--- config.mk ---
export PLATFORM = sky130hd
export DESIGN_NAME = three_channel_square_tone_generator_unit
export DESIGN_NICKNAME = d
export VERILOG_FILES = /design/src/sv/tcstg_pkg.sv /design/src/sv/three_channel_square_tone_generator_unit.sv /design/src/sv/tcstg_front.sv /design/src/sv/tcstg_div.sv /design/src/sv/tcstg_back.sv
export SDC_FILE = /design/constraint.sdc
export NUM_CORES = 1
export LEC_CHECK = 0
export BUFFER_PORTS_ARGS = -buffer_cell sky130_fd_sc_hd__buf_2
export CORE_MARGIN = 5
export CORE_UTILIZATION = 39
export DETAILED_ROUTE_END_ITERATION = 8
export HOLD_SLACK_MARGIN = 0.1
export PLACE_DENSITY = 0.57
export SETUP_SLACK_MARGIN = 0.2
export SLEW_MARGIN = 20
export SYNTH_ARGS = -nofsm -noshare
export SYNTH_HDL_FRONTEND = slang
export SYNTH_SLANG_ARGS = --single-unit
--- constraint.sdc ---
create_clock -name clk -period 6.3 [get_ports clk]
set_input_delay 0.63 -clock clk [delete_from_list [all_inputs] [get_ports clk]]
set_output_delay 0.63 -clock clk [all_outputs]
set_load 0.01 [all_outputs]
--- src/sv/tcstg_pkg.sv ---
package tcstg_pkg;

	localparam int NUM_CH    = 3;
	localparam int CH_W      = 2;
	localparam int PER_W     = 16;
	localparam int STEP_W    = 12;
	localparam int CNT_W     = 25;
	localparam int SMP_W     = 16;
	localparam int QUO_W     = 14;
	localparam int DIV_STEPS = 13;

	localparam logic              CMD_TICK   = 1'b0;
	localparam logic              CMD_WRITE  = 1'b1;
	localparam logic [CH_W-1:0]   CH_NONE    = 2'd3;
	localparam logic [STEP_W-1:0] STEP_RESET = 12'd211;

	localparam logic signed [CNT_W-1:0] CNT_MIN = 25'sh1000000;
	localparam logic signed [SMP_W-1:0] VOL_POS = 16'sd8192;
	localparam logic signed [SMP_W-1:0] VOL_NEG = -16'sd8192;
	localparam logic signed [SMP_W-1:0] SMP_MAX = 16'sd24576;
	localparam logic signed [SMP_W-1:0] SMP_MIN = -16'sd24576;

	typedef enum logic {
		KIND_TICK,
		KIND_WRITE
	} kind_t;

	typedef struct packed {
		kind_t             kind;
		logic [CH_W-1:0]   ch;
		logic [PER_W-1:0]  period;
	} item_t;

	typedef struct packed {
		logic              start;
		logic [STEP_W-1:0] dividend;
		logic [STEP_W-1:0] divisor;
	} div_req_t;

	typedef struct packed {
		logic             done;
		logic [QUO_W-1:0] quotient;
	} div_rsp_t;

	typedef enum logic [1:0] {
		ST_IDLE,
		ST_CHAN,
		ST_DIV,
		ST_EMIT
	} back_state_t;

endpackage

--- src/sv/three_channel_square_tone_generator_unit.sv ---
// Three-channel square tone generator. Push a word that either sets one channel's
// 16-bit period (command 1) or asks for one audio sample (command 0); each sample
// word yields one signed 16-bit sample on the result side, period writes yield
// nothing and a write to channel 3 is dropped. Words go through an input queue of
// QUEUE_DEPTH entries, so pushing continues while a sample waits to be popped.
// A period write is taken by the channel engine as it leaves the queue; a sample
// waits on the shared one-bit-per-cycle divider, which computes the interpolated
// edge, for each active channel that toggles from a non-negative count on that tick.
// step_size may be written at any time the block is idle; it resets to 211.
module three_channel_square_tone_generator_unit #(
	parameter int QUEUE_DEPTH = 4
) (
	input  logic                               clk,
	input  logic                               arst_n,
	input  logic                               push,
	output logic                               full,
	input  logic                               command,
	input  logic [tcstg_pkg::CH_W-1:0]         channel,
	input  logic [tcstg_pkg::PER_W-1:0]        period,
	output logic                               empty,
	input  logic                               pop,
	output logic signed [tcstg_pkg::SMP_W-1:0] sample,
	input  logic                               step_size_we,
	input  logic [tcstg_pkg::STEP_W-1:0]       step_size
);
	import tcstg_pkg::*;

	item_t    item;
	logic     item_valid, item_pop;
	div_req_t div_req;
	div_rsp_t div_rsp;

	tcstg_front #(
		.DEPTH(QUEUE_DEPTH)
	) u_front (
		.clk        (clk),
		.arst_n     (arst_n),
		.push       (push),
		.full       (full),
		.command    (command),
		.channel    (channel),
		.period     (period),
		.item       (item),
		.item_valid (item_valid),
		.item_pop   (item_pop)
	);

	tcstg_div u_div (
		.clk    (clk),
		.arst_n (arst_n),
		.req    (div_req),
		.rsp    (div_rsp)
	);

	tcstg_back u_back (
		.clk          (clk),
		.arst_n       (arst_n),
		.step_size_we (step_size_we),
		.step_size    (step_size),
		.item         (item),
		.item_valid   (item_valid),
		.item_pop     (item_pop),
		.div_req      (div_req),
		.div_rsp      (div_rsp),
		.empty        (empty),
		.pop          (pop),
		.sample       (sample)
	);

endmodule

--- src/sv/tcstg_front.sv ---
module tcstg_front #(
	parameter int DEPTH = 4
) (
	input  logic                       clk,
	input  logic                       arst_n,
	input  logic                       push,
	output logic                       full,
	input  logic                       command,
	input  logic [tcstg_pkg::CH_W-1:0] channel,
	input  logic [tcstg_pkg::PER_W-1:0] period,
	output tcstg_pkg::item_t           item,
	output logic                       item_valid,
	input  logic                       item_pop
);
	import tcstg_pkg::*;

	localparam int PTR_W  = $clog2(DEPTH);
	localparam int FILL_W = $clog2(DEPTH + 1);

	item_t             mem_q [DEPTH];
	logic [PTR_W-1:0]  wr_ptr_q, rd_ptr_q;
	logic [FILL_W-1:0] fill_q;
	item_t             new_item;
	logic              accept, keep, deq;

	function automatic logic [PTR_W-1:0] ptr_inc(input logic [PTR_W-1:0] p);
		ptr_inc = (p == PTR_W'(DEPTH - 1)) ? '0 : p + 1'b1;
	endfunction

	assign full       = (fill_q == FILL_W'(DEPTH));
	assign item_valid = (fill_q != '0);
	assign item       = mem_q[rd_ptr_q];
	assign accept     = push & ~full;
	// writes to the unused channel slot are taken and dropped here
	assign keep       = accept & ((command == CMD_TICK) | (channel != CH_NONE));
	assign deq        = item_pop & item_valid;

	always_comb begin
		new_item.kind   = (command == CMD_WRITE) ? KIND_WRITE : KIND_TICK;
		new_item.ch     = channel;
		new_item.period = period;
	end

	always_ff @(posedge clk or negedge arst_n) begin
		if (!arst_n) begin
			wr_ptr_q <= '0;
			rd_ptr_q <= '0;
			fill_q   <= '0;
		end else begin
			if (keep)
				wr_ptr_q <= ptr_inc(wr_ptr_q);
			if (deq)
				rd_ptr_q <= ptr_inc(rd_ptr_q);
			if (keep && !deq)
				fill_q <= fill_q + 1'b1;
			else if (!keep && deq)
				fill_q <= fill_q - 1'b1;
		end
	end

	always_ff @(posedge clk) begin
		if (keep)
			mem_q[wr_ptr_q] <= new_item;
	end

endmodule

--- src/sv/tcstg_div.sv ---
module tcstg_div (
	input  logic                clk,
	input  logic                arst_n,
	input  tcstg_pkg::div_req_t req,
	output tcstg_pkg::div_rsp_t rsp
);
	import tcstg_pkg::*;

	localparam int STEPS_W = $clog2(DIV_STEPS + 1);

	logic                busy_q, done_q;
	logic [STEPS_W-1:0]  steps_q;
	logic [STEP_W-1:0]   rem_q, dvs_q;
	logic [QUO_W-1:0]    quo_q;
	logic [STEP_W:0]     rem2, rem2_sub;
	logic                ge, ge0;

	// restoring division, one quotient bit per cycle; remainder stays below divisor
	assign rem2     = {rem_q, 1'b0};
	assign ge       = (rem2 >= {1'b0, dvs_q});
	assign rem2_sub = ge ? rem2 - {1'b0, dvs_q} : rem2;
	assign ge0      = (req.dividend >= req.divisor);

	assign rsp.done     = done_q;
	assign rsp.quotient = quo_q;

	always_ff @(posedge clk or negedge arst_n) begin
		if (!arst_n) begin
			busy_q  <= 1'b0;
			done_q  <= 1'b0;
			steps_q <= '0;
		end else begin
			done_q <= 1'b0;
			if (req.start) begin
				busy_q  <= 1'b1;
				steps_q <= STEPS_W'(DIV_STEPS);
			end else if (busy_q) begin
				steps_q <= steps_q - 1'b1;
				if (steps_q == STEPS_W'(1)) begin
					busy_q <= 1'b0;
					done_q <= 1'b1;
				end
			end
		end
	end

	always_ff @(posedge clk) begin
		if (req.start) begin
			dvs_q <= req.divisor;
			rem_q <= ge0 ? req.dividend - req.divisor : req.dividend;
			quo_q <= {{(QUO_W-1){1'b0}}, ge0};
		end else if (busy_q) begin
			rem_q <= rem2_sub[STEP_W-1:0];
			quo_q <= {quo_q[QUO_W-2:0], ge};
		end
	end

endmodule

--- src/sv/tcstg_back.sv ---
module tcstg_back (
	input  logic                               clk,
	input  logic                               arst_n,
	input  logic                               step_size_we,
	input  logic [tcstg_pkg::STEP_W-1:0]       step_size,
	input  tcstg_pkg::item_t                   item,
	input  logic                               item_valid,
	output logic                               item_pop,
	output tcstg_pkg::div_req_t                div_req,
	input  tcstg_pkg::div_rsp_t                div_rsp,
	output logic                               empty,
	input  logic                               pop,
	output logic signed [tcstg_pkg::SMP_W-1:0] sample
);
	import tcstg_pkg::*;

	back_state_t state_q, state_d;

	logic [STEP_W-1:0]       step_q;
	logic [PER_W-1:0]        period_q [NUM_CH];
	logic signed [CNT_W-1:0] count_q  [NUM_CH];
	logic                    level_q  [NUM_CH];
	logic [CH_W-1:0]         ch_q;
	logic signed [SMP_W-1:0] acc_q, sample_q;
	logic                    flip_q, out_valid_q;

	logic [PER_W-1:0]        per;
	logic signed [CNT_W-1:0] prev, cnt_new;
	logic                    lvl, active, wrap, need_div, last_ch, out_free, load_out;
	logic signed [CNT_W:0]   prev_x, step_x, reload_x, diff, sum;
	logic signed [STEP_W+1:0] x, abs_x;
	logic                    neg;
	logic signed [SMP_W-1:0] fixed_contrib, quo_s, div_contrib;

	// per-channel step for the channel under work
	always_comb begin
		per      = period_q[ch_q];
		prev     = count_q[ch_q];
		lvl      = level_q[ch_q];
		active   = (per != '0);
		prev_x   = {prev[CNT_W-1], prev};
		step_x   = {{(CNT_W+1-STEP_W){1'b0}}, step_q};
		reload_x = {{(CNT_W+1-PER_W-8){1'b0}}, per, 8'b0};
		diff     = prev_x - step_x;
		wrap     = diff[CNT_W];
		sum      = wrap ? diff + reload_x : diff;
		// only the low side can leave the 25-bit range
		cnt_new  = (sum[CNT_W] != sum[CNT_W-1]) ? CNT_MIN : sum[CNT_W-1:0];
		// toggle from a non-negative count: interpolate 8192*(2*prev-step)/step
		need_div = wrap & ~prev[CNT_W-1];
		x        = $signed({1'b0, prev[STEP_W-1:0], 1'b0}) - $signed({2'b00, step_q});
		neg      = x[STEP_W+1];
		abs_x    = neg ? -x : x;
		// toggle from a negative count clamps the magnitude to -8192
		fixed_contrib = (lvl ^ wrap) ? VOL_POS : VOL_NEG;
		quo_s         = $signed({{(SMP_W-QUO_W){1'b0}}, div_rsp.quotient});
		div_contrib   = flip_q ? -quo_s : quo_s;
		last_ch       = (ch_q == CH_W'(NUM_CH - 1));
		out_free      = ~out_valid_q | pop;
	end

	always_comb begin
		state_d = state_q;
		case (state_q)
			ST_IDLE: begin
				if (item_valid && item.kind == KIND_TICK)
					state_d = ST_CHAN;
			end
			ST_CHAN: begin
				if (active && need_div)
					state_d = ST_DIV;
				else if (last_ch)
					state_d = ST_EMIT;
			end
			ST_DIV: begin
				if (div_rsp.done)
					state_d = last_ch ? ST_EMIT : ST_CHAN;
			end
			ST_EMIT: begin
				if (out_free)
					state_d = ST_IDLE;
			end
			default: state_d = ST_IDLE;
		endcase
	end

	always_comb begin
		item_pop         = 1'b0;
		div_req.start    = 1'b0;
		div_req.dividend = abs_x[STEP_W-1:0];
		div_req.divisor  = step_q;
		load_out         = 1'b0;
		case (state_q)
			ST_IDLE: item_pop      = item_valid;
			ST_CHAN: div_req.start = active & need_div;
			ST_DIV:  ;
			ST_EMIT: load_out      = out_free;
			default: ;
		endcase
	end

	assign empty  = ~out_valid_q;
	assign sample = sample_q;

	always_ff @(posedge clk or negedge arst_n) begin
		if (!arst_n) begin
			state_q     <= ST_IDLE;
			step_q      <= STEP_RESET;
			ch_q        <= '0;
			out_valid_q <= 1'b0;
			for (int i = 0; i < NUM_CH; i++) begin
				period_q[i] <= '0;
				count_q[i]  <= '0;
				level_q[i]  <= 1'b0;
			end
		end else begin
			state_q <= state_d;
			if (step_size_we)
				step_q <= step_size;
			if (item_pop && item.kind == KIND_WRITE)
				period_q[item.ch] <= item.period;
			if (state_q == ST_IDLE)
				ch_q <= '0;
			else if ((state_q == ST_CHAN && !(active && need_div)) ||
				 (state_q == ST_DIV && div_rsp.done))
				ch_q <= ch_q + 1'b1;
			if (state_q == ST_CHAN && active) begin
				count_q[ch_q] <= cnt_new;
				level_q[ch_q] <= lvl ^ wrap;
			end
			if (load_out)
				out_valid_q <= 1'b1;
			else if (pop)
				out_valid_q <= 1'b0;
		end
	end

	always_ff @(posedge clk) begin
		if (state_q == ST_IDLE)
			acc_q <= '0;
		else if (state_q == ST_CHAN && active && !need_div)
			acc_q <= acc_q + fixed_contrib;
		else if (state_q == ST_DIV && div_rsp.done)
			acc_q <= acc_q + div_contrib;
		if (div_req.start)
			flip_q <= (lvl == neg);
		if (load_out)
			sample_q <= acc_q;
	end

endmodule

==> Yosys cells after proc, flatten, opt, wreduce, memory -nomap -nowiden <==
Memory sizes are Yosys's and may differ from the RTL's.
Index checks and enable logic that the tools add are counted.
{ "word_totals": {"reg_bits": 227, "mem_bits_rw": 76, "input_bits": 36, "out_inout_bits": 18, "memories": 1} }
{ "classes": {"n_addsub": 15, "order_cmp": 6, "n_eq_ne": 15, "mux": 60, "n_bitwise": 15, "reduce_logical": 25} }
{ "mem_list": {"columns": ["memory", "words", "word_bits", "rd", "rd_ports_with_merged_regs", "write_ports", "line_no", "text"], "rows": [
  ["u_front.mem_q", 4, 19, 1, 0, 1, "tcstg_front.sv:20", "item_t mem_q [DEPTH];"]
]} }
{ "ops": {"columns": ["cell", "n"], "rows": [
  ["16-bit two-way mux", 7],
  ["25-bit two-way mux", 4],
  ["75-bit bitwise mux", 1],
  ["12-bit two-way mux", 5],
  ["25-bit binary-select mux with 2-bit select", 1],
  ["25-bit demux with 2-bit select", 1],
  ["48-bit bitwise mux", 1],
  ["16-bit adder", 2],
  ["16-bit binary-select mux with 2-bit select", 1],
  ["16-bit demux with 2-bit select", 1],
  ["26-bit by 25-bit adder with 26-bit output", 1],
  ["26-bit two-way mux", 1],
  ["25-bit by 13-bit subtractor with 26-bit output", 1],
  ["12-bit subtractor", 2],
  ["2-bit two-way mux", 10],
  ["1-bit two-way mux", 19],
  ["14-bit negation with 16-bit output", 1],
  ["16-bit nonzero test", 1],
  ["13-bit by 12-bit subtractor with 14-bit output", 1],
  ["13-bit by 12-bit greater-or-equal comparator with 1-bit output", 1],
  ["12-bit greater-or-equal comparator", 1],
  ["12-bit negation", 1],
  ["1-bit logical AND", 11],
  ["2-bit equality test (second input constant)", 5],
  ["other kinds (31)", 56]
]} }

==> Logic depth before layout (Yosys ltp) <==
Gate-level depths: netlist (run 1).
{ "logic_depth": {"word_depth": 12, "mapped_depth": 34, "ltp_nobuf": 30} }

==> By module <==
A second synthesis (run 1) with hierarchy kept.
{ "hier_totals": {"hier_cells": 1600, "area_unflattened_um2": 17419.2} }
{ "modules_own_cells": {"columns": ["mod", "n_inst", "cells_per_inst", "area_per_inst_um2"], "rows": [
  ["tcstg_back", 1, 1148, 11135.7],
  ["tcstg_front", 1, 136, 3191.8],
  ["tcstg_div", 1, 316, 3091.7]
]} }

==> Least setup slack after synthesis (run 1) <==
Ideal clock, no wire load.
{ "synth_timing": {"path_type": "register to register", "start": "reg u_back.ch_q[1]", "end": "reg u_back.count_q[70] (netlist name)", "setup_time_ns": 0.064, "arrival_ns": 6.587, "required_ns": 6.236, "slack_ns": -0.352, "path_stages_with_launch": 34, "n_path_buf": 6, "synth_period_minus_slack_ns": 6.652, "cell_sequence": "dfrtp_1 > buf_6 > nor2b_1 > buf_6 > buf_2 > buf_1 > clkbuf_1 > nand2_1 > o21ai_0 > ha_1 > nor2b_1 > o21ai_0 > o22a_1 > a31oi_1 > o31a_1 > or3_1 > and2_1 > ha_1 > a21o_1 > a21oi_1 > nor2b_1 > a31oi_1 > o21ai_0 > o41ai_1 > o21ai_0 > o211ai_1 > xnor2_1 > ha_1 > clkbuf_1 > inv_1 > nand2_1 > or4b_2 > nand4_1 > mux2_2"} }
{ "synth_via": {"elab_chain_cells": 10, "word_cells_on_any_way": 20} }
{ "synth_rtl": {"columns": ["element", "line_no", "text"], "rows": [
  ["from (decl)", "tcstg_back.sv:23", "logic [CH_W-1:0] ch_q;"],
  ["from (signal assigned)", "tcstg_back.sv:126", "ch_q <= ch_q + 1'b1;"],
  ["2-bit NOT with 3-bit output (not written as such) (*)", "tcstg_back.sv:37, tcstg_back.sv:38, tcstg_back.sv:128", null],
  ["25-bit binary-select mux with 2-bit select", "tcstg_back.sv:38", "prev = count_q[ch_q];"],
  ["25-bit two-way mux (not written as such) (2 in a row)", "tcstg_back.sv:38", null],
  ["25-bit by 13-bit subtractor with 26-bit output", "tcstg_back.sv:44", "diff = prev_x - step_x;"],
  ["26-bit by 25-bit adder with 26-bit output", "tcstg_back.sv:46", "sum = wrap ? diff + reload_x : diff;"],
  ["26-bit two-way mux", "tcstg_back.sv:46", null],
  ["1-bit != test", "tcstg_back.sv:48", "cnt_new = (sum[CNT_W] != sum[CNT_W-1]) ? CNT_MIN : sum[CNT_W-1:0];"],
  ["25-bit two-way mux", "tcstg_back.sv:48", null],
  ["75-bit bitwise mux", "tcstg_back.sv:128", "count_q[ch_q] <= cnt_new;"],
  ["to (signal, indexed assignment)", "tcstg_back.sv:128", null],
  ["to (decl)", "tcstg_back.sv:21", "logic signed [CNT_W-1:0] count_q [NUM_CH];"]
]} }
Mark *: on every way between the ends. The rest lies on a longest branch, timed or not. The select of a mux whose other input is x is not followed.
A chain may end at the register's enable or synchronous reset.

==> Worst setup path after layout (run 1) <==
{ "layout_timing": {"start": "reg u_back.ch_q[1]", "end": "reg u_back.count_q[45] (netlist name)"} }
Same word-level chain as after synthesis.

==> results of run 1 <==
==> cell type report <==
class,instances,area [µm²]
multi-input combinational,1170,8810
inverter,67,254
clock inverter,18,223
tap,585,732
timing repair buffer,118,838
sequential,303,8040
clock buffer,48,986
fill,4033,23400
==> metrics by stage <==
step / instances / setup slack (ps)
global placement: 2206 / 185
floorplan: 1601 / 219
global route: 2309 / 103
CTS: 2284 / 258
finish: 2309 / 414
detailed placement: 2207 / 38.1
==> cell families after synthesis <==
| group | count (synthesis) | share of synthesized area [%] |
|---|---|---|
| and+or+nand+nor | 451 | 12.3 |
| AOI/OAI and AO/OA | 349 | 13.0 |
| DFF | 303 | 46.9 |
| muxes | 172 | 12.2 |
| buffers and inverters | 129 | 3.15 |
| adders and majority gates | 100 | 7.56 |
| xor gates and xnor gates | 97 | 4.96 |
==> how the worst max path moves through the flow <==
| stage | cells after the start | to | slack (ps) |
|---|---|---|---|
| 2_1_floorplan | 31 | u_back.count_q[70]$_DFFE_PN0P_ | 220 |
| 3_3_place_gp | 26 | u_back.count_q[70]$_DFFE_PN0P_ | 190 |
| 3_5_place_dp | 26 | u_back.count_q[70]$_DFFE_PN0P_ | 40 |
| 4_1_cts | 28 | u_back.count_q[70]$_DFFE_PN0P_ | 260 |
| 5_1_grt | 27 | u_back.count_q[45]$_DFFE_PN0P_ | 100 |
| 6_report | 27 | u_back.count_q[45]$_DFFE_PN0P_ | 410 |
==> layer usage <==
layer  vias up  global-route usage, %  wire (µm)
met5         -                      0          0
met4         0                   4.10        767
met3        50                   2.83       1360
met2       168                   28.2      19500
met1      5996                   21.7      18500
li1       6009                      -          -
==> synth_stat cells, types with 14 or more instances <==
cell       number  area (µm²)
a31oi_1        16         100
xor2_1         32         280
edfxtp_1      118        3540
nor2_1         98         368
nor2b_1        16         100
nand2_1       187         702
ha_1           94        1180
inv_1          66         248
o2bb2ai_1      26         228
o21ai_0        94         470
a21o_1         27         203
a21oi_1        85         425
o21a_1         16         120
o31ai_1        21         158
mux2i_1        63         631
nand3_1        26         130
clkbuf_1       39         146
nor3_1         30         150
dfrtp_1       151        3780
dfxtp_1        29         581
xnor2_1        65         569
mux4_2         19         428
and2_1         14        87.6
mux2_2         83         935
==> state kept, by name (all words and copies together) (netlist names), 3 cells and up <==
| name | cells |
|---|---|
| u_back.level_q | 3 |
| u_back.period_q | 48 |
| u_back.sample | 16 |
| u_back.step_q | 12 |
| u_front.fill_q | 3 |
| u_front.mem_q | 76 |
| u_div.rem_q | 12 |
| u_div.quo_q | 14 |
| u_back.count_q | 75 |
| u_back.acc_q | 16 |
| u_div.dvs_q | 12 |
| u_div.steps_q | 4 |
==> worst min-delay path: cells and delay by family <==
kind                   cells  cell delay [ps]
AO/OA/AOI/OAI              1               60
AND/OR/NAND/NOR            1               40
buffers and inverters      1               80
==> timing repair <==
action,in CTS,in global routing
hold buffers,0,1
pin swaps,5,22
endpoints found under the setup margin,6,53
gates resized for setup,2,61
endpoints found under the hold margin,0,38
setup buffers,11,21
cloned,0,2
==> flow_summary.toml, run 1 <==
[clock_tree]
htreeDepth = 2
clk_pin_slew_ps = 60
root_buffer = "clkbuf_16"
clock-sinks = 303
cts_tree = "built"
clock_latency_ps = 550
clockBufferDepth = 3
numCtsBuffers = 36

[yosys]
synthesis.nets = 1737
synthArstFlopShare_pct = 51.5
synth_area_um2 = 17100
ys_seq_elements = 303
synth_cell_types = 73
synthCells = 1601
yosysWarnings = 0
ys_seq_area_share_pct = 46.9
synth_edf_count = 118
syn_avg_cell_area_um2 = 10.7
synthFlopType = "dfrtp_1"

[sta]
rsz0062_at_grt = "no"
timing.final.crit_share_pct = 93.4
max-slew-margin-rel_pct = 30.9
setup_viol = 0
fin_crit_ps = 5890
final-max-slew-violation-count = 0
worst-slew-pin-transition_ps = 1040
worst_clock_skew_ps = 17.4
hold_viol = 0
setup_tns_ps = 0
hold-worst-slack_ps = 287
max_freq_mhz = 170

[hold_path]
worstHoldPathType = "in2reg"
hold_path_end = "u_back.step_q[11]$_DFFE_PN0P_"
whs_path_depth = 3
hp-start = "step_size[11]"

[setup_path]
crit_arrival_ps = 6370
max_stage_delay_ps = 540
critPathTopFamily = "compound AO/OA/AOI/OAI gates"
crit_path_start_kind = "flop"
crit_path_end_kind = "flop"
path_max_fanout = 8
regToRegSetupSlack_ps = 410
critPathLaunch = "u_back.ch_q[1]$_DFFE_PN0P_"
r2r-start = "u_back.ch_q[1]$_DFFE_PN0P_"
critPathSlowestCell = "dfrtp_2"
reg2reg_depth = 27
critPathKind = "reg2reg"
cp.required_ps = 6780
rr_endpoint = "u_back.count_q[45]$_DFFE_PN0P_"
critPathBufInv = 2

[global_route]
antenna_found_initial = 0
grt_pass1_vias = 12107
gr-usage-all-layers_pct = 16.4
grt_max_degree = 102
grt_first_pass_wirelength_mm = 63.9
overflow = 0

[finish]
drive_above_1_share_pct = 20.0
final_common_cell = "nand2_1"
diodes = 0
utilization_pct = 46.0
fin_nets = 1832
final_cell_mix = "186 x nand2_1, 149 x dfrtp_1, 118 x edfxtp_1"
synthToLayoutAreaGrowth_pct = 16.0
design_area_um2 = 19900

[place]
dp_hpwl_mm = 28.1
io_buffers = 53
place_area_um2 = 18200
gp_congestion = 0.853

[floorplan]
io-pin-count = 54
chipWidth_um = 220
floorplan.core_area_um2 = 43300
start_util_pct = 39.6
die_h_um = 220
std_cell_rows = 76
dieArea_um2 = 48300

[routing]
viasPerCell = 5.29
ant_nets = 0
routedWlPerCell_um = 17.4
initialDrtViolationCount = 612
vias = 12223
drc = 0
drtPass1Iterations = 4
wl_mm = 40.1

[flow_run]
cap_violations = 0

[outcome]
status = "complete, no violations"
Power of run 1 is left out: the tool's default activity adds up to more than one toggle a clock period on the data nets, which glitch-free logic cannot reach.
==> inputs of run 2 (changes only) <==
--- a/config.mk
+++ b/config.mk
@@ -6,6 +6,7 @@
 export NUM_CORES = 1
 export LEC_CHECK = 0
 export BUFFER_PORTS_ARGS = -buffer_cell sky130_fd_sc_hd__buf_2
+export CORE_ASPECT_RATIO = 0.5
 export CORE_MARGIN = 5
 export CORE_UTILIZATION = 39
 export DETAILED_ROUTE_END_ITERATION = 8
==> run 2 against run 1 <==
  * Clock skew grew 3.3 ps
  * Register-to-register slack improved by 110 ps
  * Via count decreased by 1.8%
  * Highest routed layer unchanged
==> flow_summary.toml, run 2 (synthesis results as in run 1) <==
[clock_tree]
postCtsHoldBufs = 0
clk_pin_slew_ps = 70
numCtsBuffers = 29
cts_tree = "built"
clock_latency_ps = 580
clock-sinks = 303
htreeDepth = 1
root_buffer = "clkbuf_16"
clockBufferDepth = 3

[routing]
routedWlPerCell_um = 17.0
wl_mm = 38.7
drtPass1Iterations = 5
drc = 0
initialDrtViolationCount = 604
vias = 11997
viasPerCell = 5.26
ant_nets = 0

[finish]
fin_nets = 1804
final_common_cell = "nand2_1"
drive_above_1_share_pct = 17.3
design_area_um2 = 19200
fill_cells = 4161
synthToLayoutAreaGrowth_pct = 12.3
multiInputGateArea_um2 = 8700
largest_register = "u_front.mem_q"
diodes = 0
register_area_um2 = 8040
largest_reg_flops = 76
reg_top3 = "u_front.mem_q: 76 flops, u_back.count_q: 75 flops, u_back.period_q: 48 flops"
stdcell_count = 2279
final_cell_mix = "187 x nand2_1, 149 x dfrtp_1, 118 x edfxtp_1"

[setup_path]
crit_arrival_ps = 6290
critPathSlowestCell = "or4b_2"
regToRegSetupSlack_ps = 520
path_max_fanout = 8
critPathLaunch = "u_back.ch_q[1]$_DFFE_PN0P_"
cp.required_ps = 6820
crit_path_end_kind = "flop"
max_stage_delay_ps = 600
critPathKind = "reg2reg"
r2r-start = "u_back.ch_q[1]$_DFFE_PN0P_"
crit_path_start_kind = "flop"

[global_route]
grt_first_pass_wirelength_mm = 63.1
grt_max_degree = 100
gr-usage-all-layers_pct = 15.8
overflow = 0
grt_pass1_vias = 11683
antenna_found_initial = 1

[sta]
setup_tns_ps = 0
max-slew-margin-rel_pct = 31.1
rsz0062_at_grt = "no"
hold_viol = 0
final-max-slew-violation-count = 0
worst_clock_skew_ps = 20.7
fin_crit_ps = 5780
layout_setup_ws_ps = 522
timing.final.crit_share_pct = 91.7
setup_viol = 0
max_freq_mhz = 173
worst-slew-pin-transition_ps = 1030

[place]
io_buffers = 53
dp_slack_ps = 192
place_area_um2 = 18200
dp.cells = 2214
dp_hpwl_mm = 27.6
gp_congestion = 0.846

[floorplan]
io-pin-count = 54
die_h_um = 158
start_util_pct = 39.4
std_cell_rows = 54
floorplan.core_area_um2 = 43500
dieArea_um2 = 48500
chipWidth_um = 307

[outcome]
status = "complete, no violations"

[hold_path]
worstHoldPathType = "in2async"

[flow_run]
cap_violations = 0
-- run 2: per-layer routing --
layer	track usage [%]	part of all wire (%)	vias to the layer above
li1	-	-	5955
met1	22.5	49	5837
met2	25.9	45	145
met3	2.26	3.2	60
met4	3.89	2.5	0
met5	0	0	-
-- run 2: worst paths after layout --
kind / end / cells after the start
max in group asynchronous: u_back.count_q[45]$_DFFE_PN0P_ / 2
worst min register to register: u_div.dvs_q[3]$_DFFE_PP_ / 0
worst max-delay path: u_back.count_q[70]$_DFFE_PN0P_ / 28
min in group clk: u_back.out_valid_q$_DFFE_PN0P_ / 2
worst max register to register: u_back.count_q[70]$_DFFE_PN0P_ / 28
worst min-delay path: u_back.period_q[37]$_DFFE_PN0P_ / 1
-- run 2: timing repair --
action                                  in CTS  in global routing
gates resized for setup                      1                 23
hold endpoints to repair                     0                  0
endpoints found under the setup margin       6                 50
pin swaps                                    0                 10
buffers inserted                             2                  9
-- run 2: stage by stage --
step | hold WS (ps) | util [%]
floorplan | 334 | -
global placement | 433 | 41.8
detailed placement | 438 | 41.8
CTS | 202 | 43.9
global route | 231 | 44.2
finish | 162 | 44.2
-- run 2: layout make-up --
cell class / count / share of cell area [%]
multi-input cells: 1169 / 45.2
flip-flops and latches: 303 / 41.8
clock buffers: 40 / 4.15
well taps: 588 / 3.82
repair buffers: 98 / 3.17
inverters: 67 / 1.31
clock inverters: 14 / 0.605
-- run 2: critical path, delay by kind of cell, from the launching register on --
family / cells / cell delay (ps)
buf+inv: 3 / 240
compound gates: 11 / 1950
simple gates: 6 / 1150
flops: 1 / 420
fa+ha+maj: 4 / 1260
xor+xnor: 2 / 340
mux: 2 / 370
Power of run 2 is left out for the same reason.
